[config.mk]
export PLATFORM = sky130hd
export DESIGN_NAME = kruskal_union_find
export DESIGN_NICKNAME = d
export VERILOG_FILES = /design/src/hw/rtl/kuf_pkg.sv /design/src/hw/rtl/kuf_mem.sv /design/src/hw/rtl/kuf_ctrl.sv /design/src/hw/rtl/kruskal_union_find.sv
export SDC_FILE = /design/constraint.sdc
export NUM_CORES = 1
export LEC_CHECK = 0
export BUFFER_PORTS_ARGS = -buffer_cell sky130_fd_sc_hd__buf_2
export CORE_ASPECT_RATIO = 1.4
export CORE_MARGIN = 3
export CORE_UTILIZATION = 50
export DETAILED_ROUTE_END_ITERATION = 12
export GPL_ROUTABILITY_DRIVEN = 0
export PLACE_DENSITY_LB_ADDON = 0.3
export SYNTH_ARGS = -nofsm -noshare
export SYNTH_HDL_FRONTEND = slang
export SYNTH_SLANG_ARGS = --single-unit
[constraint.sdc]
create_clock -name aclk -period 5.23 [get_ports aclk]
set_input_delay 0.523 -clock aclk [delete_from_list [all_inputs] [get_ports aclk]]
set_output_delay 0.523 -clock aclk [all_outputs]
set_load 0.02 [all_outputs]
[src/hw/rtl/kuf_pkg.sv]
`default_nettype none
package kuf_pkg;

    // Field widths fixed by the item format
    localparam int VTX_W    = 5;   // vertex index
    localparam int SIZE_W   = 6;   // set size, up to 32
    localparam int NCNT_W   = 6;   // node_count register
    localparam int EDGE_W   = 5;   // accepted tree-edge count

    // Vertices are 5 bits wide, so at most 32 nodes take part
    localparam int VTX_LIMIT     = 32;
    localparam int MAX_NODES_DEF = 32;

    // Stream data widths (fields packed from bit 0, padded to bytes)
    localparam int S_TDATA_W = 16;
    localparam int M_TDATA_W = 8;

    // Action codes carried on s_tuser
    localparam logic ACT_CLEAR = 1'b0;
    localparam logic ACT_EDGE  = 1'b1;

    typedef enum logic [2:0] {
        ST_IDLE,
        ST_WALK_A,
        ST_WALK_B,
        ST_WR_LO,
        ST_WR_HI,
        ST_EMIT
    } kuf_state_t;

    // Request from the sequencer to the forest memory
    typedef struct packed {
        logic              clear;
        logic              rd_en;
        logic [VTX_W-1:0]  rd_addr;
        logic              wr_en;
        logic [VTX_W-1:0]  wr_addr;
        logic [VTX_W-1:0]  wr_parent;
        logic [SIZE_W-1:0] wr_size;
    } kuf_mem_req_t;

    // Registered read data, available in the cycle after the read
    typedef struct packed {
        logic [VTX_W-1:0]  node;
        logic [VTX_W-1:0]  parent;
        logic [SIZE_W-1:0] size;
    } kuf_mem_rsp_t;

    // Sequencer status seen by the top level
    typedef struct packed {
        kuf_state_t        state;
        logic [EDGE_W-1:0] count;
    } kuf_status_t;

endpackage
`default_nettype wire

[src/hw/rtl/kuf_mem.sv]
`default_nettype none
module kuf_mem #(
    parameter int MAX_NODES = kuf_pkg::MAX_NODES_DEF
) (
    input  wire logic                  aclk,
    input  wire logic                  aresetn,
    input  wire kuf_pkg::kuf_mem_req_t req,
    output kuf_pkg::kuf_mem_rsp_t      rsp
);
    import kuf_pkg::*;

    localparam int LIM   = (MAX_NODES < VTX_LIMIT) ? MAX_NODES : VTX_LIMIT;
    localparam int IDX_W = (LIM > 1) ? $clog2(LIM) : 1;

    logic [IDX_W-1:0]  parent_mem [LIM];
    logic [SIZE_W-1:0] size_mem   [LIM];
    logic [LIM-1:0]    valid_reg;

    logic [IDX_W-1:0]  rd_parent_reg;
    logic [SIZE_W-1:0] rd_size_reg;
    logic [VTX_W-1:0]  rd_node_reg;
    logic              rd_valid_reg;

    logic [IDX_W-1:0]  rd_idx;
    logic [IDX_W-1:0]  wr_idx;

    assign rd_idx = req.rd_addr[IDX_W-1:0];
    assign wr_idx = req.wr_addr[IDX_W-1:0];

    // Entry valid bits: cleared at once, an invalid entry is its own root of size 1
    always_ff @(posedge aclk) begin
        if (!aresetn || req.clear) begin
            valid_reg <= '0;
        end else if (req.wr_en) begin
            valid_reg[wr_idx] <= 1'b1;
        end
    end

    // Single write port
    always_ff @(posedge aclk) begin
        if (req.wr_en) begin
            parent_mem[wr_idx] <= req.wr_parent[IDX_W-1:0];
            size_mem[wr_idx]   <= req.wr_size;
        end
    end

    // Single read port, registered data
    always_ff @(posedge aclk) begin
        if (req.rd_en) begin
            rd_parent_reg <= parent_mem[rd_idx];
            rd_size_reg   <= size_mem[rd_idx];
            rd_valid_reg  <= valid_reg[rd_idx];
            rd_node_reg   <= req.rd_addr;
        end
    end

    always_comb begin
        rsp.node   = rd_node_reg;
        rsp.parent = rd_valid_reg ? VTX_W'(rd_parent_reg) : rd_node_reg;
        rsp.size   = rd_valid_reg ? rd_size_reg : SIZE_W'(1);
    end

endmodule
`default_nettype wire

[src/hw/rtl/kuf_ctrl.sv]
`default_nettype none
module kuf_ctrl #(
    parameter int MAX_NODES = kuf_pkg::MAX_NODES_DEF
) (
    input  wire logic                          aclk,
    input  wire logic                          aresetn,
    // input item
    input  wire logic                          in_valid,
    output logic                               in_ready,
    input  wire logic                          in_action,
    input  wire logic [kuf_pkg::VTX_W-1:0]     in_va,
    input  wire logic [kuf_pkg::VTX_W-1:0]     in_vb,
    // result item
    output logic                               out_valid,
    input  wire logic                          out_ready,
    output logic                               out_accepted,
    output logic                               out_complete,
    output logic [kuf_pkg::EDGE_W-1:0]         out_edges,
    // configuration
    input  wire logic                          cfg_wr_en,
    input  wire logic [kuf_pkg::NCNT_W-1:0]    cfg_wr_data,
    // forest memory
    output kuf_pkg::kuf_mem_req_t              mem_req,
    input  wire kuf_pkg::kuf_mem_rsp_t         mem_rsp,
    output kuf_pkg::kuf_status_t               status
);
    import kuf_pkg::*;

    localparam int LIM = (MAX_NODES < VTX_LIMIT) ? MAX_NODES : VTX_LIMIT;

    kuf_state_t        state_reg, state_next;
    logic [NCNT_W-1:0] ncount_reg;
    logic [VTX_W-1:0]  vb_reg, vb_next;
    logic [VTX_W-1:0]  ra_reg, ra_next;
    logic [SIZE_W-1:0] size_a_reg, size_a_next;
    logic [VTX_W-1:0]  lo_reg, lo_next;
    logic [VTX_W-1:0]  hi_reg, hi_next;
    logic [SIZE_W-1:0] size_lo_reg, size_lo_next;
    logic [SIZE_W-1:0] sum_reg, sum_next;
    logic [EDGE_W-1:0] count_reg, count_next;
    logic              acc_reg, acc_next;

    logic              out_valid_reg;
    logic              out_acc_reg;
    logic              out_cmp_reg;
    logic [EDGE_W-1:0] out_edges_reg;

    logic [NCNT_W-1:0] n_eff;
    logic              edge_ok;
    logic              is_root;
    logic              out_free;
    logic              out_load;
    logic              complete;
    logic [SIZE_W:0]   sum_full;

    // Effective node count: node_count clamped to 2..LIM
    always_comb begin
        if (ncount_reg < NCNT_W'(2)) begin
            n_eff = NCNT_W'(2);
        end else if (ncount_reg > NCNT_W'(LIM)) begin
            n_eff = NCNT_W'(LIM);
        end else begin
            n_eff = ncount_reg;
        end
    end

    assign edge_ok  = ({1'b0, count_reg} < (n_eff - NCNT_W'(1)))
                   && ({1'b0, in_va} < n_eff) && ({1'b0, in_vb} < n_eff);
    assign is_root  = (mem_rsp.parent == mem_rsp.node);
    assign out_free = !out_valid_reg || out_ready;
    assign complete = ({1'b0, count_reg} >= (n_eff - NCNT_W'(1)));
    assign sum_full = {1'b0, size_a_reg} + {1'b0, mem_rsp.size};

    // Next state
    always_comb begin
        state_next = state_reg;
        case (state_reg)
            ST_IDLE: begin
                if (in_valid) begin
                    if (in_action == ACT_EDGE && edge_ok) begin
                        state_next = ST_WALK_A;
                    end else begin
                        state_next = ST_EMIT;
                    end
                end
            end
            ST_WALK_A: begin
                if (is_root) begin
                    state_next = ST_WALK_B;
                end
            end
            ST_WALK_B: begin
                if (is_root) begin
                    state_next = (mem_rsp.node == ra_reg) ? ST_EMIT : ST_WR_LO;
                end
            end
            ST_WR_LO: state_next = ST_WR_HI;
            ST_WR_HI: state_next = ST_EMIT;
            ST_EMIT: begin
                if (out_free) begin
                    state_next = ST_IDLE;
                end
            end
            default: state_next = ST_IDLE;
        endcase
    end

    // Outputs, memory requests and datapath next values
    always_comb begin
        in_ready     = 1'b0;
        out_load     = 1'b0;
        mem_req      = '0;
        vb_next      = vb_reg;
        ra_next      = ra_reg;
        size_a_next  = size_a_reg;
        lo_next      = lo_reg;
        hi_next      = hi_reg;
        size_lo_next = size_lo_reg;
        sum_next     = sum_reg;
        count_next   = count_reg;
        acc_next     = acc_reg;
        case (state_reg)
            ST_IDLE: begin
                in_ready = 1'b1;
                if (in_valid) begin
                    vb_next  = in_vb;
                    acc_next = 1'b0;
                    if (in_action == ACT_CLEAR) begin
                        mem_req.clear = 1'b1;
                        count_next    = '0;
                    end else if (edge_ok) begin
                        mem_req.rd_en   = 1'b1;
                        mem_req.rd_addr = in_va;
                    end
                end
            end
            ST_WALK_A: begin
                mem_req.rd_en = 1'b1;
                if (is_root) begin
                    ra_next         = mem_rsp.node;
                    size_a_next     = mem_rsp.size;
                    mem_req.rd_addr = vb_reg;
                end else begin
                    mem_req.rd_addr = mem_rsp.parent;
                end
            end
            ST_WALK_B: begin
                if (is_root) begin
                    // smaller set goes under the larger; a tie puts a's root under b's
                    sum_next = sum_full[SIZE_W-1:0];
                    if (size_a_reg > mem_rsp.size) begin
                        lo_next      = mem_rsp.node;
                        hi_next      = ra_reg;
                        size_lo_next = mem_rsp.size;
                    end else begin
                        lo_next      = ra_reg;
                        hi_next      = mem_rsp.node;
                        size_lo_next = size_a_reg;
                    end
                end else begin
                    mem_req.rd_en   = 1'b1;
                    mem_req.rd_addr = mem_rsp.parent;
                end
            end
            ST_WR_LO: begin
                mem_req.wr_en     = 1'b1;
                mem_req.wr_addr   = lo_reg;
                mem_req.wr_parent = hi_reg;
                mem_req.wr_size   = size_lo_reg;
            end
            ST_WR_HI: begin
                mem_req.wr_en     = 1'b1;
                mem_req.wr_addr   = hi_reg;
                mem_req.wr_parent = hi_reg;
                mem_req.wr_size   = sum_reg;
                count_next        = count_reg + EDGE_W'(1);
                acc_next          = 1'b1;
            end
            ST_EMIT: begin
                out_load = out_free;
            end
            default: begin
            end
        endcase
    end

    // Control registers
    always_ff @(posedge aclk) begin
        if (!aresetn) begin
            state_reg  <= ST_IDLE;
            ncount_reg <= NCNT_W'(VTX_LIMIT);
            count_reg  <= '0;
        end else begin
            state_reg <= state_next;
            count_reg <= count_next;
            if (cfg_wr_en) begin
                ncount_reg <= cfg_wr_data;
            end
        end
    end

    // Datapath registers
    always_ff @(posedge aclk) begin
        vb_reg      <= vb_next;
        ra_reg      <= ra_next;
        size_a_reg  <= size_a_next;
        lo_reg      <= lo_next;
        hi_reg      <= hi_next;
        size_lo_reg <= size_lo_next;
        sum_reg     <= sum_next;
        acc_reg     <= acc_next;
    end

    // Output register, decouples the result from the next item's work
    always_ff @(posedge aclk) begin
        if (!aresetn) begin
            out_valid_reg <= 1'b0;
        end else if (out_load) begin
            out_valid_reg <= 1'b1;
        end else if (out_ready) begin
            out_valid_reg <= 1'b0;
        end
    end

    always_ff @(posedge aclk) begin
        if (out_load) begin
            out_acc_reg   <= acc_reg;
            out_cmp_reg   <= complete;
            out_edges_reg <= count_reg;
        end
    end

    assign out_valid    = out_valid_reg;
    assign out_accepted = out_acc_reg;
    assign out_complete = out_cmp_reg;
    assign out_edges    = out_edges_reg;

    assign status.state = state_reg;
    assign status.count = count_reg;

endmodule
`default_nettype wire

[src/hw/rtl/kruskal_union_find.sv]
`default_nettype none
// Kruskal spanning-tree edge selection on a disjoint-set forest with union by
// size. s_tuser[0] = 0 clears the forest (every node its own root, tree-edge
// count zero); s_tuser[0] = 1 offers the edge in s_tdata, edges presented in
// ascending cost order. Each item returns one result item. The forest sits in
// one single-port memory with registered read data, so both root walks and
// the two merge writes go through that port one access per cycle. A clear, or
// an edge rejected up front (tree complete, endpoint beyond node_count), goes
// straight to its result; any other edge first walks both endpoints to their
// roots, and a merging edge then writes the smaller root and the larger root.
// At most 5 hops per walk with 32 nodes under union by size. Entry valid bits
// reset the forest at once, so no clearing pass is needed after reset or a clear.
// The user must see that node_count is written only while idle; no check enforces it.
module kruskal_union_find #(
    parameter int MAX_NODES = kuf_pkg::MAX_NODES_DEF
) (
    input  wire logic                            aclk,
    input  wire logic                            aresetn,
    // input items
    input  wire logic                            s_tvalid,
    output logic                                 s_tready,
    input  wire logic [kuf_pkg::S_TDATA_W-1:0]   s_tdata,   // vertex_a[4:0], vertex_b[9:5]
    input  wire logic [0:0]                      s_tuser,   // action[0]
    // result items
    output logic                                 m_tvalid,
    input  wire logic                            m_tready,
    output logic [kuf_pkg::M_TDATA_W-1:0]        m_tdata,   // accepted[0], tree_complete[1],
                                                            // tree_edges[6:2]
    // node_count register
    input  wire logic                            cfg_wr_en,
    input  wire logic [kuf_pkg::NCNT_W-1:0]      cfg_wr_data
);
    import kuf_pkg::*;

    kuf_mem_req_t      mem_req;
    kuf_mem_rsp_t      mem_rsp;
    kuf_status_t       status;
    logic              res_accepted;
    logic              res_complete;
    logic [EDGE_W-1:0] res_edges;

    kuf_ctrl #(
        .MAX_NODES (MAX_NODES)
    ) u_ctrl (
        .aclk         (aclk),
        .aresetn      (aresetn),
        .in_valid     (s_tvalid),
        .in_ready     (s_tready),
        .in_action    (s_tuser[0]),
        .in_va        (s_tdata[VTX_W-1:0]),
        .in_vb        (s_tdata[2*VTX_W-1:VTX_W]),
        .out_valid    (m_tvalid),
        .out_ready    (m_tready),
        .out_accepted (res_accepted),
        .out_complete (res_complete),
        .out_edges    (res_edges),
        .cfg_wr_en    (cfg_wr_en),
        .cfg_wr_data  (cfg_wr_data),
        .mem_req      (mem_req),
        .mem_rsp      (mem_rsp),
        .status       (status)
    );

    kuf_mem #(
        .MAX_NODES (MAX_NODES)
    ) u_mem (
        .aclk    (aclk),
        .aresetn (aresetn),
        .req     (mem_req),
        .rsp     (mem_rsp)
    );

    assign m_tdata = {1'b0, res_edges, res_complete, res_accepted};

    // A clear item zeroes the tree-edge count
    a_clear_zeroes: assert property (@(posedge aclk) disable iff (!aresetn)
        (s_tvalid && s_tready && s_tuser[0] == ACT_CLEAR) |=> (status.count == '0))
        else $error("tree-edge count not cleared");

    // The count moves by at most one per cycle, or returns to zero
    a_count_step: assert property (@(posedge aclk) disable iff (!aresetn)
        (status.count == $past(status.count))
        || (status.count == $past(status.count) + EDGE_W'(1))
        || (status.count == '0))
        else $error("tree-edge count jumped");

    // An accepted edge never reports an empty tree
    a_acc_count: assert property (@(posedge aclk) disable iff (!aresetn)
        (m_tvalid && m_tdata[0]) |-> (m_tdata[6:2] != '0))
        else $error("accepted edge with zero tree edges");

    // Memory is never read and written in the same cycle
    a_port_excl: assert property (@(posedge aclk) disable iff (!aresetn)
        !(mem_req.rd_en && mem_req.wr_en))
        else $error("memory port conflict");

endmodule
`default_nettype wire
### After elaboration in Yosys (flattened, before gate mapping)

Memory sizes are Yosys's and may differ from the RTL's. A register that Yosys moved wholly into a read port is not among the register bits.
Index checks and enable logic that the tools add are counted.

| word-level totals | value |
|---|---|
| bits in registers | 99 |
| input bits | 28 |
| memories | 2 |
| word-level logic and storage cells | 101 |
| memory bits (writable) | 352 |

Memory list:

| memory | words | width | read ports | clocked after Yosys merged registers in | wr ports | line | source |
|---|---|---|---|---|---|---|---|
| u_mem.size_mem | 32 | 6 | 1 | 1 | 1 | kuf_mem.sv:16 | `logic [SIZE_W-1:0] size_mem [LIM];` |
| u_mem.parent_mem | 32 | 5 | 1 | 1 | 1 | kuf_mem.sv:15 | `logic [IDX_W-1:0] parent_mem [LIM];` |

| operators by class | value |
|---|---|
| bitwise logic cells | 1 |
| equality and inequality tests | 12 |
| reductions and logical operators | 17 |
| mux-type cells | 38 |
| magnitude comparators | 10 |
| add/sub/neg operators | 3 |

Operators by type and width:

| operator | count |
|---|---|
| 2-to-1 mux 6 bit | 7 |
| one-hot mux 17 bit (2 select lines) | 1 |
| bitwise OR 32 bit | 1 |
| 2-to-1 mux 5 bit | 6 |
| < comparator 5 x 6 -> 1 bit | 3 |
| 2-to-1 mux 3 bit | 6 |
| one-hot mux 3 bit (6 select lines) | 1 |
| one-hot mux 6 bit (3 select lines) | 1 |
| < comparator 5 x 6 -> 1 bit, second input constant | 2 |
| 2-to-1 mux 1 bit | 11 |
| == test 5 bit | 2 |
| one-hot mux 5 bit (2 select lines) | 1 |
| AND reduction 2 bit | 4 |
| 2-to-1 mux 7 bit | 1 |
| adder 6 bit | 1 |
| == test 3 x 2 -> 1 bit, second input constant | 2 |
| == test 3 bit, second input constant | 2 |
| greater-or-equal comparator 5 x 6 -> 1 bit | 1 |
| > comparator 6 bit | 1 |
| > comparator 6 bit, second input constant | 1 |
| < comparator 6 x 2 -> 1 bit, second input constant | 1 |
| inequality test 2 x 1 -> 1 bit, second input constant | 3 |
| subtractor 6 x 1 -> 6 bit, second input constant | 1 |
| adder 5 x 1 -> 5 bit, second input constant | 1 |
| other kinds (13) | 20 |

### Longest topological paths before layout

Gate-level depths: netlist of run 1.

| depth | value |
|---|---|
| depth after elaboration | 13 |
| mapped depth | 18 |

### Cells and area by module

A second synthesis of run 1 with hierarchy kept.

| second synthesis, totals | value |
|---|---|
| cell total of the unflattened synthesis | 1,220 |
| area, all modules | 19,272.2 um2 |

Modules (own cells, without submodules):

| module | area an instance (um2) | cells an instance | seq. area each (um2) | times used |
|---|---|---|---|---|
| kuf_mem | 15,777.6 | 923 | 11,721.2 | 1 |
| kuf_ctrl | 3,468.3 | 293 | 1,681.6 | 1 |
| kruskal_union_find | 26.3 | 4 | 0.0 | 1 |

### Worst setup path after synthesis of run 1

Ideal clock, no wire load.

| timing | value |
|---|---|
| kind | flip-flop to flip-flop |
| from | register u_ctrl.ncount_reg[1] |
| to | register u_mem.rd_valid_reg (data pin) |
| path buffers | 2 |
| arrival time | 3,253 ps |
| setup slack | 1,710 ps |
| library setup time | 267 ps |
| cell stages (with the launch flop) | 18 |
| path through | dfxtp_1 > or4_4 > nand2_1 > and3_1 > xor2_1 > ha_1 > a21o_1 > a21oi_1 > o211a_1 > o2111ai_2 > and2_1 > buf_4 > inv_4 > buf_6 > mux2i_1 > a22oi_1 > a22oi_1 > nand4_1 |

| on the way | value |
|---|---|
| cells in the longest elaborated chain, start to end | 13 |
| elaborated cells between the ends (all ways) | 16 |

RTL lines:

| item | line | source |
|---|---|---|
| start: declaration | kuf_ctrl.sv:32 | `logic [NCNT_W-1:0] ncount_reg;` |
| start signal: assignment | kuf_ctrl.sv:191 | `ncount_reg <= NCNT_W'(VTX_LIMIT);` |
| start signal: assignment | kuf_ctrl.sv:197 | `ncount_reg <= cfg_wr_data;` |
| > comparator 6 bit | kuf_ctrl.sv:60 | `end else if (ncount_reg > NCNT_W'(LIM)) begin` |
| 2-to-1 mux 6 bit | kuf_ctrl.sv:60 |  |
| 2-to-1 mux 6 bit * | kuf_ctrl.sv:58 | `if (ncount_reg < NCNT_W'(2)) begin` |
| subtractor 6 x 1 -> 6 bit | kuf_ctrl.sv:67 | `assign edge_ok = ({1'b0, count_reg} < (n_eff - NCNT_W'(1)))` |
| < comparator 5 x 6 -> 1 bit | kuf_ctrl.sv:67 |  |
| logical AND 1 bit | kuf_ctrl.sv:68 | `&& ({1'b0, in_va} < n_eff) && ({1'b0, in_vb} < n_eff);` |
| logical AND 1 bit * | kuf_ctrl.sv:68 |  |
| 2-to-1 mux 6 bit * | kuf_ctrl.sv:131 | `end else if (edge_ok) begin` |
| 2-to-1 mux 6 bit * | kuf_ctrl.sv:128 | `if (in_action == ACT_CLEAR) begin` |
| 2-to-1 mux 7 bit * | kuf_ctrl.sv:125 | `if (in_valid) begin` |
| one-hot mux 6 bit (3 select lines) * | kuf_ctrl.sv:122 | `case (state_reg)` |
| binary-select mux 1 bit (select 5 bit) * | kuf_mem.sv:52 | `rd_valid_reg <= valid_reg[rd_idx];` |
| 2-to-1 mux 1 bit (implied by the code) * | kuf_mem.sv:52 |  |
| end signal: assignment | kuf_mem.sv:52 |  |
| end: declaration | kuf_mem.sv:22 | `logic rd_valid_reg;` |

Every way passes the cells marked *; elsewhere a longest branch is shown, timed or not. The select of a mux whose other input is x is not followed.
A chain may end at the register's enable or synchronous reset.

### Final worst setup path of run 1

| timing | value |
|---|---|
| from | register u_ctrl.ncount_reg[1] |
| to | register u_mem.rd_size_reg[1] (read register of u_mem.size_mem) (data pin) |

| on the way | value |
|---|---|
| cells in the longest elaborated chain, start to end | 11 |
| elaborated cells between the ends (all ways) | 14 |

RTL lines:

| item | line | source |
|---|---|---|
| > comparator 6 bit | kuf_ctrl.sv:60 |  |
| 2-to-1 mux 6 bit | kuf_ctrl.sv:60 |  |
| 2-to-1 mux 6 bit * | kuf_ctrl.sv:58 |  |
| subtractor 6 x 1 -> 6 bit | kuf_ctrl.sv:67 |  |
| < comparator 5 x 6 -> 1 bit | kuf_ctrl.sv:67 |  |
| logical AND 1 bit | kuf_ctrl.sv:68 |  |
| logical AND 1 bit * | kuf_ctrl.sv:68 |  |
| 2-to-1 mux 6 bit * | kuf_ctrl.sv:131 |  |
| 2-to-1 mux 6 bit * | kuf_ctrl.sv:128 |  |
| 2-to-1 mux 7 bit * | kuf_ctrl.sv:125 |  |
| one-hot mux 6 bit (3 select lines) * | kuf_ctrl.sv:122 |  |
| end: declaration | kuf_mem.sv:20 | `logic [SIZE_W-1:0] rd_size_reg;` |

Every way passes the cells marked *; elsewhere a longest branch is shown, timed or not.

==> metrics.md, run 1 <==
| Metric | Value |
|---|---|
| Final Hold Viols | 0 |
| Pre-CTS setup slack | 0.7296 ns |
| Worst Path Arrival | 4.99 ns |
| CP top delay family | simple AND/OR/NAND/NOR gates |
| Initial antenna violation count | 0 |
| Hold Path Class | input pin to flip-flop |
| Diode count | 0 |
| Startpoint types | flip-flop |
| Drt via density | between 6 and 7 |
| Async set or reset register ratio after synthesis | 0% |
| Clock transition at path regs | 0.07 ns |
| Port Buf Inserts | 30 |
| Total CTS buffers | 42 |
| Final min period | 4.587 ns |
| Final worst slack | 0.6426 ns |
| Clock Skew | 0.01924 ns |
| Routed WL | 45.45 mm |
| Leak | between 7 and 8 nW |
| Die W | 171.6 µm |
| Chip height | roughly 240 µm |
| Hold buffers post-CTS | 0 |
| Max Cap Viol | 0 |
| Period utilisation layout | between 80 and 90% |
| GR Overflow Total | 0 |
| Final setup vio count | 0 |
| Final TNS setup | 0 ns |
| ANT nets after route | 0 |
| Filler cells | 2,936 |
| Buffer type at the clock tree root | clkbuf_16 |
| Post-route insts no fill | just over 2,000 |
| Crit Path Category | flip-flop to flip-flop |
| Crit path max-delay cell type | or4_4 |
| CTS sink cnt | approximately 460 |
| Worst-Skew Late Latency | 0.56 ns |
| I/O pin total | 38 |
| Worst Tran Pin Value | 1.267 ns |
| Largest net degree at the start of global routing | 91 |
| CTS tree | yes |
| Setup Buffers After CTS | 0 |
| CTS-repair resized insts | 0 |
| Req. time, crit path | 5.63 ns |
| Syn Inst Count | 1,501 |
| Area grow syn2layout | 11.14% |
| Critical Path Max Stage Delay | 0.55 ns |
| Fmax | between 0.2 and 0.25 GHz |
| DR WL/cell | about 22 µm |
| Bufs on Longest Clock Path | 3 |
| Global-route wire length before repair | roughly 69 mm |
| Primary FF master, synth | edfxtp_1 |
| Crit path cell chain | or4_4 > nand2_1 > and3_1 > xor2_1 > ha_1 > a21o_1 > a21oi_1 > o211a_1 > o2111ai_2 > and2_4 > inv_6 > buf_4 > nand2_1 > a32oi_1 > nand4_1 > nand4_1 |
| Final count of pins violating max slew | 0 |
| NumNets Final | 1,588 |
| Synth warn | 0 |
| EDFF count, synth | 415 |
| Core Area | 0.03773 mm² |
| Crit path buf inv count | 2 |
| Sequential area share after synthesis | 69.86% |
| Rel. slew slack | between 10% and 20% |
| Total die area | 0.04079 mm² |
| RSZ-0062 raised after global routing | no |
| H-tree depth | 2 |
| Synth cell types | 58 |
| Drt drc | 0 |
| Pwr Density | 566.8 mW/mm² |
| DRT Pass-1 Iters | 5 |
| Max FFs per register | 192 |
| Syn_nets | 1,556 |
| Post-Place Cells | 1,962 |
| Outcome | complete, no violations |
| Iteration-0 DRC Markers | 1,254 |
| FP Rows | 84 |
| VDD IR max | 0.2550 mV |
| Initial Util | 50.85% |
| Layout cell share with drive strength beyond 1 | 11.56% |
| Placed wire-length estimate | 28.63 mm |
| Mapped Area | 0.01918 mm² |
| Setup crit end kind | flip-flop |
| All-layer global routing usage | 22.24% |
| Vias in the first global route | 12,010 |
| Critical Path Fanout Max | 33 |
| Via count | approximately 12,000 |
| Flops & latches, synth | 462 |
| Mean Syn Cell Area | 12.78 µm² |
[synthesized netlist by cell type (4+ instances only)]
cell type  instances  area share, %
a31oi_1           36            1.2
xnor2_1            4           0.18
nand2_1          303            5.9
a32oi_1           37            1.7
mux2i_1           21            1.1
nor2_1           127            2.5
nor2b_1            7           0.23
and3_1            34            1.1
buf_2             42            1.1
o21ai_0           11           0.29
mux2_2            15           0.88
nor3b_2            4           0.26
a21oi_1           24           0.63
nand3_1           95            2.5
clkbuf_1          33           0.65
ha_1              26            1.7
a22oi_1            9           0.35
buf_4             10           0.39
a22o_1            11           0.50
edfxtp_1         415             65
dfxtp_1           47            4.9
o21a_1             4           0.16
nor3_1             6           0.16
inv_1             17           0.33
a21o_1             6           0.23
a211oi_1          40            1.6
and2_1             8           0.26
xor2_1            16           0.73
nand2b_1           7           0.23
nand4_1           41            1.3
[layout by cell type, fill, tap and decap left out, types with 15 or more instances in the layout]
cell type and instances:
a31oi_1 36, xor2_1 16, buf_4 41, dfxtp_1 47
clkbuf_16 46, nand4_1 41, mux2i_1 21, mux2_2 15
a32oi_1 37, edfxtp_1 415, buf_2 30, inv_1 17
and3_1 34, a21oi_1 24, nand3_1 95, nor2_1 127
ha_1 26, nand2_1 303, a211oi_1 40
[power breakdown]
part / total, mW / internal, mW / leakage [nW] / switching (mW)
Combinational: 4.20 / 1.34 / 2.60 / 2.86
Sequential: 4.82 / 4.64 / 4.23 / 0.176
Clock: 3.07 / 1.74 / 0.677 / 1.33
Total: 12.1 / 7.72 / 7.51 / 4.37
[cell type report]
class / count / area [µm²] / area share [%]
sequential: 462 / 13400 / 62.86
multi-input combinational: 930 / 5298 / 24.85
clock buffer: 64 / 1269 / 5.950
tap: 473 / 591.8 / 2.776
timing repair buffer: 76 / 558.0 / 2.617
clock inverter: 13 / 118.9 / 0.5575
inverter: 21 / 83.83 / 0.3932
[worst paths after layout]
| check | from | end | slack [ns] | cells after the start |
|---|---|---|---|---|
| worst min-delay path | s_tdata[9] | u_ctrl.vb_reg[4] | 0.17 | 1 |
| worst max-delay path | u_ctrl.ncount_reg[1] | u_mem.rd_size_reg[1] | 0.64 | 16 |
| worst max register to register | u_ctrl.ncount_reg[1] | u_mem.rd_size_reg[1] | 0.64 | 16 |
| worst min register to register | u_ctrl.acc_reg | u_ctrl.out_accepted | 0.42 | 0 |
[metrics by stage]
step / total power [mW] / area [µm²] / hold slack [ns] / util, %
CTS: 12.10 / 21320 / 0.1493 / 56.51
global route: 12.64 / 21320 / 0.1567 / 56.51
global placement: 8.975 / 19930 / 0.4088 / 52.83
floorplan: 7.647 / 19180 / 0.4003 / -
finish: 12.09 / 21320 / 0.1689 / 56.51
detailed placement: 9.057 / 19930 / 0.4128 / 52.83
[cell families after synthesis]
group | after synthesis | share of synthesized area [%]
AO/OA/AOI/OAI | 201 | 7.715
XOR/XNOR | 20 | 0.9130
adder cells (fa/ha/maj) | 27 | 1.800
buffers and inverters | 109 | 2.654
flip-flops | 462 | 69.86
multiplexers | 36 | 1.976
other | 1 | 0.01955
AND/OR/NAND/NOR | 645 | 15.06
[worst register-to-register path: stages (launching register included)]
cell       delay, ns
dfxtp_1         0.33
or4_4           0.55
nand2_1         0.12
and3_1          0.18
xor2_1          0.15
ha_1            0.26
a21o_1          0.16
a21oi_1         0.22
o211a_1         0.32
o2111ai_2       0.18
and2_4          0.34
inv_6           0.28
buf_4           0.35
nand2_1         0.12
a32oi_1         0.27
nand4_1         0.36
nand4_1         0.26
[per-layer routing]
metal	vias to the layer above	routed length, µm	GRT usage [%]
li1	5616	-	-
met1	6027	17730	27.94
met2	481	22340	37.63
met3	111	3158	3.876
met4	0	2230	10.10
met5	-	0	0
Note: power is estimated with default switching activity, not from simulation.
==> run 2: changes to the inputs <==
Settings changed: SYNTH_HIERARCHICAL set to 1.
==> run 2 against run 1 <==
First-iteration DRC count is 22% lower. Sequential share of layout area down 0.18 points. Count of clock-buffer cells in the layout fell by 8. Critical path type unchanged. Global-route usage down 2.2 points. Non-clock buffer count grew 2. Cell count is 13% lower. Die area rose by 0.44%. Highest routed layer unchanged. Critical endpoint is now u_mem/rd_parent_reg[0].
==> metrics.md, run 2 <==
| Metric | Value |
|---|---|
| Outcome | complete, no violations |
| NumNets Final | 1,332 |
| CTS-repair resized insts | 0 |
| Total die area | 0.04097 mm² |
| Flop pwr share | between 30% and 40% |
| Buffer type at the clock tree root | clkbuf_16 |
| Worst Tran Pin Value | 1.199 ns |
| Drt via density | 5.943 |
| EDFF count, synth | 415 |
| Most common cell after layout, fill and taps aside | edfxtp_1 |
| Drt drc | 0 |
| Sw Share | 33.79% |
| Critical Path Fanout Max | 21 |
| Synth cell types | 63 |
| CTS tree | yes |
| Clk pwr share | 26.1% |
| WHS Path Cells | 1 |
| Clock Skew | approximately 0.015 ns |
| Req. time, crit path | 5.50 ns |
| DRT Pass-1 Iters | 6 |
| Crit path top cell by count | nand3_1 |
| Async set or reset register ratio after synthesis | 0% |
| Die W | 171.9 µm |
| Filler cells | between 2,000 and 3,000 |
| Final Hold Viols | 0 |
| Pwr Density | roughly 550 mW/mm² |
| Layout cell share with drive strength beyond 1 | 13.51% |
| FP Rows | 84 |
| Clock transition at path regs | roughly 0.06 ns |
| Sequential area share after synthesis | 69.54% |
| Max FFs per register | 192 |
| Dominant cell type by area after synthesis | edfxtp_1 |
| Max Cap Viol | 0 |
| Leading cell types by count after synthesis | edfxtp_1 (415), mux2i_1 (199), a22oi_1 (48), nor2_1 (48), dfxtp_1 (47) |
| Period utilisation layout | 90.32% |
| Rel. slew slack | 20.09% |
| Fmax | 0.2117 GHz |
| Hold Path Class | input pin to flip-flop |
| Worst-Skew Late Latency | 0.55 ns |
| Final TNS setup | 0 ns |
| Placed wire-length estimate | about 26 mm |
| Total CTS buffers | 42 |
| Critical Path Max Stage Delay | 0.60 ns |
| ANT nets after route | 0 |
| RR Endpoint | u_mem/rd_parent_reg[0] |
| Crit Path Category | flip-flop to flip-flop |
| Count leader, synth | edfxtp_1 |
| Initial Util | 50.94% |
| Syn_nets | 1,275 |
| R2R depth | 16 |
| Reg2Reg Setup Slack | 0.51 ns |
| Bufs on Longest Clock Path | 3 |
| Mean Syn Cell Area | 15.80 µm² |
| Hold Crit Start | s_tdata[8] |
| RSZ-0062 raised after global routing | no |
| Worst Path Arrival | 4.99 ns |
| Via count | 10,600 |
| CTS sink cnt | approximately 460 |
| Synth top area share | 64.66% |
| Final setup vio count | 0 |
| Setup crit end kind | flip-flop |
| Crit path max-delay cell type | and2_2 |
| Synth warn | 6 |
| Mapped Area | 0.01927 mm² |
| Port Buf Inserts | 30 |
| VDD IR max | 0.4317 mV |
| GR Overflow Total | 0 |
| Hold buffers post-CTS | 0 |
| Core Area | 0.03784 mm² |
| Cell Int Power | 7.828 mW |
| All-layer global routing usage | 20.06% |
| Global-route wire length before repair | around 60 mm |
| Startpoint types | flip-flop |
| Chip height | between 200 and 250 µm |
| Logic pwr share | 34.8% |
| Psw | 3.994 mW |
| Flops & latches, synth | 462 |
| Area grow syn2layout | 10.96% |
| Synth top area cells | edfxtp_1 (65%), mux2i_1 (10%), dfxtp_1 (4.9%) |
| Primary FF master, synth | edfxtp_1 |
| Crit path cell chain | or4_4 > nand3b_1 > ha_1 > nand3_1 > xnor2_1 > ha_1 > and3_1 > o21ai_0 > nand3_1 > nor4_4 > a21o_1 > and2_2 > buf_4 > a21oi_1 > a31oi_1 > nand3_1 |
| Diode count | 0 |
| Leak | 7.059 nW |
| I/O pin total | 38 |
| Setup Buffers After CTS | 0 |
| Syn Inst Count | 1,220 |
| DR WL/cell | 23.34 µm |
| Vias in the first global route | 10,500 |
| Final min period | 4.724 ns |
| Iteration-0 DRC Markers | 980 |
| Hold path endpoint | u_ctrl/vb_reg[3] |
| H-tree depth | 2 |
| Largest net degree at the start of global routing | 50 |
| Initial antenna violation count | 0 |
| Reg-to-reg startpoint | u_ctrl/ncount_reg[4] |
| Commonest cells after routing, fill and taps aside | edfxtp_1 (415), mux2i_1 (199), a22oi_1 (48), nor2_1 (47), dfxtp_1 (47) |
| Routed WL | 41.62 mm |
| Hold_ws | 0.1846 ns |
| Final count of pins violating max slew | 0 |
[run 2: layout make-up]
cell class / count / area [µm²] / area share [%]
multi-input cells: 675 / 5329 / 24.92
flip-flops and latches: 462 / 13400 / 62.68
repair buffers: 78 / 610.6 / 2.855
inverters: 18 / 67.56 / 0.3160
clock inverters: 21 / 249.0 / 1.164
clock buffers: 56 / 1134 / 5.301
well taps: 473 / 591.8 / 2.768
[run 2: power groups by stage]
stage / clock network (mW) / logic, mW / registers (mW)
3_3_place_gp: 0 / 4.01 / 4.70
5_1_grt: 3.29 / 4.37 / 4.64
2_1_floorplan: 0 / 3.04 / 4.64
3_5_place_dp: 0 / 4.09 / 4.70
4_1_cts: 3.14 / 4.11 / 4.63
6_report: 3.09 / 4.11 / 4.62
[run 2: kinds of logic (layout without fill, tap and decap cells)]
kind of cell | count (synthesis) | count (layout) | share of synthesized area (%)
and+or+nand+nor | 203 | 203 | 5.408
other | 1 | 1 | 0.01946
buffers and inverters | 83 | 173 | 2.980
adders and majority gates | 27 | 27 | 1.792
muxes | 219 | 219 | 11.50
AOI/OAI and AO/OA | 206 | 206 | 7.888
xor gates and xnor gates | 19 | 19 | 0.8635
DFF | 462 | 462 | 69.54
[run 2: routing by layer]
metal  wire length, µm  vias to the layer above  part of all wire (%)  track usage, %
met3              2171                       86                   5.2           2.502
li1                  -                     4856                     -               -
met4              2019                        0                   4.9           8.908
met5                 0                        -                     0               0
met1             16300                     5324                    39           25.30
met2             21120                      330                    51           34.65
[run 2: worst max-delay path by stage]
stage	slack, ns	from	endpoint	cells past startpoint
after floorplan	1.21	u_mem/rd_valid_reg	u_mem/rd_parent_reg[1]	16
final	0.51	u_ctrl/ncount_reg[4]	u_mem/rd_parent_reg[0]	16
after detailed placement	0.56	u_ctrl/ncount_reg[4]	u_mem/rd_parent_reg[0]	17
after global placement	0.66	u_ctrl/ncount_reg[4]	u_mem/rd_parent_reg[0]	17
after CTS	0.48	u_ctrl/ncount_reg[4]	u_mem/rd_parent_reg[0]	17
after global routing	0.18	u_ctrl/ncount_reg[4]	u_mem/rd_parent_reg[0]	17
[run 2: worst max-delay path, delay by kind of cell (launching register included)]
family                   cells  cell delay (ns)
XOR/XNOR                     1             0.15
flip-flops                   1             0.34
buffers and inverters        1             0.26
AO/OA/AOI/OAI                4             0.85
adder cells (fa/ha/maj)      2             0.49
AND/OR/NAND/NOR              8             2.33
[run 2: stage by stage]
stage	area (µm²)	worst slack, ns	power, mW	utilization, %	std cells
5_1_grt	21380	0.1763	12.31	56.52	1783
6_report	21380	0.5061	11.82	56.52	1783
3_3_place_gp	20000	0.6570	8.710	52.86	1706
3_5_place_dp	20000	0.5599	8.793	52.86	1706
2_1_floorplan	19270	1.213	7.686	-	1220
4_1_cts	21380	0.4754	11.88	56.52	1783
==> run 3: changes to the inputs <==
Settings changed: CORE_ASPECT_RATIO 1.4 to unset, REMOVE_ABC_BUFFERS set to 1.
==> run 3 against run 2 <==
Highest routed layer unchanged. Via count is 0.95% higher. Non-clock buffer count is 21 higher. Global-route usage is 0.28 points higher. Sequential cell count stayed put. Sequential power hardly changed. Count of clock-buffer cells in the layout is 10 higher. Die area hardly changed. Total power is 0.57% higher. Critical endpoint is now u_mem/rd_size_reg[3]. Core utilization is 0.66 points higher. Sequential share of layout area is 0.73 points lower. Worst setup slack better by 0.10 ns.
==> metrics.md, run 3 (synthesis gave the netlist of run 2 again) <==
| Metric | Value |
|---|---|
| GR Overflow Total | 0 |
| Crit path cell chain | or4_4 > nand3b_1 > ha_1 > nand3_1 > xnor2_1 > ha_1 > and3_1 > o21ai_0 > nand3_1 > nor4_4 > a21o_1 > and2_2 > buf_4 > a21oi_1 > a31oi_1 > nand3_1 |
| Area grow syn2layout | 12.27% |
| CTS tree | yes |
| Diode count | 0 |
| Buffer type at the clock tree root | clkbuf_16 |
| Setup crit end kind | flip-flop |
| Core Area | 0.03784 mm² |
| FP Rows | 71 |
| DR WL/cell | roughly 23 µm |
| Via count | ~11,000 |
| Critical Path Fanout Max | 15 |
| Iteration-0 DRC Markers | 1,024 |
| Hold Path Class | input pin to flip-flop |
| Outcome | complete, no violations |
| Final min period | 4.623 ns |
| Clock transition at path regs | around 0.060 ns |
| Die W | 202.3 µm |
| Leak | 7.203 nW |
| Chip height | 202.3 µm |
| WHS Path Cells | 1 |
| Total CTS buffers | 46 |
| Met2 Use GR | 31.86% |
| Largest net degree at the start of global routing | 49 |
| CTS-repair resized insts | 0 |
| Initial Util | 50.93% |
| I/O pin total | 38 |
| Hold buffers post-CTS | 0 |
| Post-Place Cells | between 1,500 and 2,000 |
| Setup Buffers After CTS | 0 |
| Max FFs per register | ~190 |
| Fmax | 0.2163 GHz |
| CTS sink cnt | 462 |
| Worst Path Arrival | 4.92 ns |
| Final Hold Viols | 0 |
| All-layer global routing usage | between 20% and 30% |
| Total die area | 0.04094 mm² |
| Clock Skew | 0.01654 ns |
| Initial antenna violation count | 0 |
| ANT nets after route | 0 |
| Drt drc | 0 |
| Most common cell after layout, fill and taps aside | edfxtp_1 |
| Post-Layout Inst Area | 0.02164 mm² |
| Worst Tran Pin Value | 1.139 ns |
| Drt via density | just under 6 |
| Final count of pins violating max slew | 0 |
| Final setup vio count | 0 |
| Crit path max-delay cell type | or4_4 |
| Commonest cells after routing, fill and taps aside | edfxtp_1 (415), mux2i_1 (199), buf_4 (60), a22oi_1 (48) |
| NumNets Final | 1,357 |
| Global-route wire length before repair | 62.96 mm |
| Worst-Skew Late Latency | 0.57 ns |
| Bufs on Longest Clock Path | 3 |
| Period utilisation layout | 88.39% |
| Port Buf Inserts | 30 |
| Reg2Reg Setup Slack | 0.61 ns |
| GR Layer Usage met1 | around 29% |
| Req. time, crit path | 5.53 ns |
| Vias in the first global route | around 10,000 |
| Critical Path Max Stage Delay | 0.57 ns |
| Placed wire-length estimate | 25.20 mm |
| R2R depth | 16 |
| Startpoint types | flip-flop |
| Placed Area | 0.02022 mm² |
| RSZ-0062 raised after global routing | no |
| Filler cells | 2,909 |
| Layout cell share with drive strength beyond 1 | between 10% and 20% |
| Post-route insts no fill | about 1,800 |
| Pwr Density | 549.5 mW/mm² |
| Max Cap Viol | 0 |
| Final core occ | 57.17% |
| Hold_ws | around 0.16 ns |
| VDD IR max | about 0.44 mV |
| Crit path top cell by count | nand3_1 |
| Met3 Use GR | 3.028% |
| Rel. slew slack | 24.05% |
| Routed WL | 41.74 mm |
| H-tree depth | 2 |
| Crit Path Category | flip-flop to flip-flop |
| DRT Pass-1 Iters | 5 |
| GRT busiest layer | met2 |
## run 3: changes by cell type in the layout (fill, tap and decap cells not counted)
cell,delta
buf_4,+20
bufinv_16,-4
clkbuf_16,+4
clkinv_2,+4
clkbuf_1,+3
clkbuf_8,+3
inv_6,-3
buf_12,+1
clkinv_1,-1
clkinvlp_4,-1
inv_16,+1
## run 3: layer usage
metal,wire [µm],share of wire [%]
met1,18000,43
met2,19520,47
met3,2929,7.0
met4,1290,3.1
met5,0,0
## run 3: final cells by class
| type | count | area (µm²) | share of cell area (%) |
|---|---|---|---|
| flip-flops and latches | 462 | 13400 | 61.94 |
| multi-input cells | 675 | 5329 | 24.63 |
| clock buffers | 66 | 1286 | 5.945 |
| repair buffers | 99 | 780.7 | 3.608 |
| well taps | 511 | 639.4 | 2.955 |
| clock inverters | 17 | 131.4 | 0.6072 |
| inverters | 18 | 67.56 | 0.3123 |
## run 3: worst max-delay path: cells and delay by family (launching register included)
family / cells / cell delay [ns]
DFF: 1 / 0.34
buffers and inverters: 1 / 0.32
and+or+nand+nor: 8 / 2.23
AOI/OAI and AO/OA: 4 / 0.81
adders and majority gates: 2 / 0.50
xor gates and xnor gates: 1 / 0.14
## run 3: worst paths after layout
path	from	to
worst max-delay path	u_ctrl/ncount_reg[4]	u_mem/rd_size_reg[3]
worst min-delay path	s_tdata[9]	u_ctrl/vb_reg[4]
worst max register to register	u_ctrl/ncount_reg[4]	u_mem/rd_size_reg[3]
worst min register to register	u_ctrl/acc_reg	u_ctrl/out_accepted
## run 3: per-stage QoR
stage | setup WS [ns] | total power [mW] | setup TNS (ns)
after floorplan | -4.154 | 7.484 | -52.86
after global placement | 0.5668 | 8.788 | 0
after detailed placement | 0.5982 | 8.849 | 0
after CTS | 0.5993 | 11.93 | 0
after global routing | 0.2690 | 12.40 | 0
final | 0.6070 | 11.89 | 0
## run 3: report_power, final
part	switching [mW]	leakage [nW]	internal (mW)
Sequential	0.131	4.07	4.49
Clock	1.32	0.703	1.76
Combinational	2.58	2.43	1.60
Total	4.03	7.20	7.86
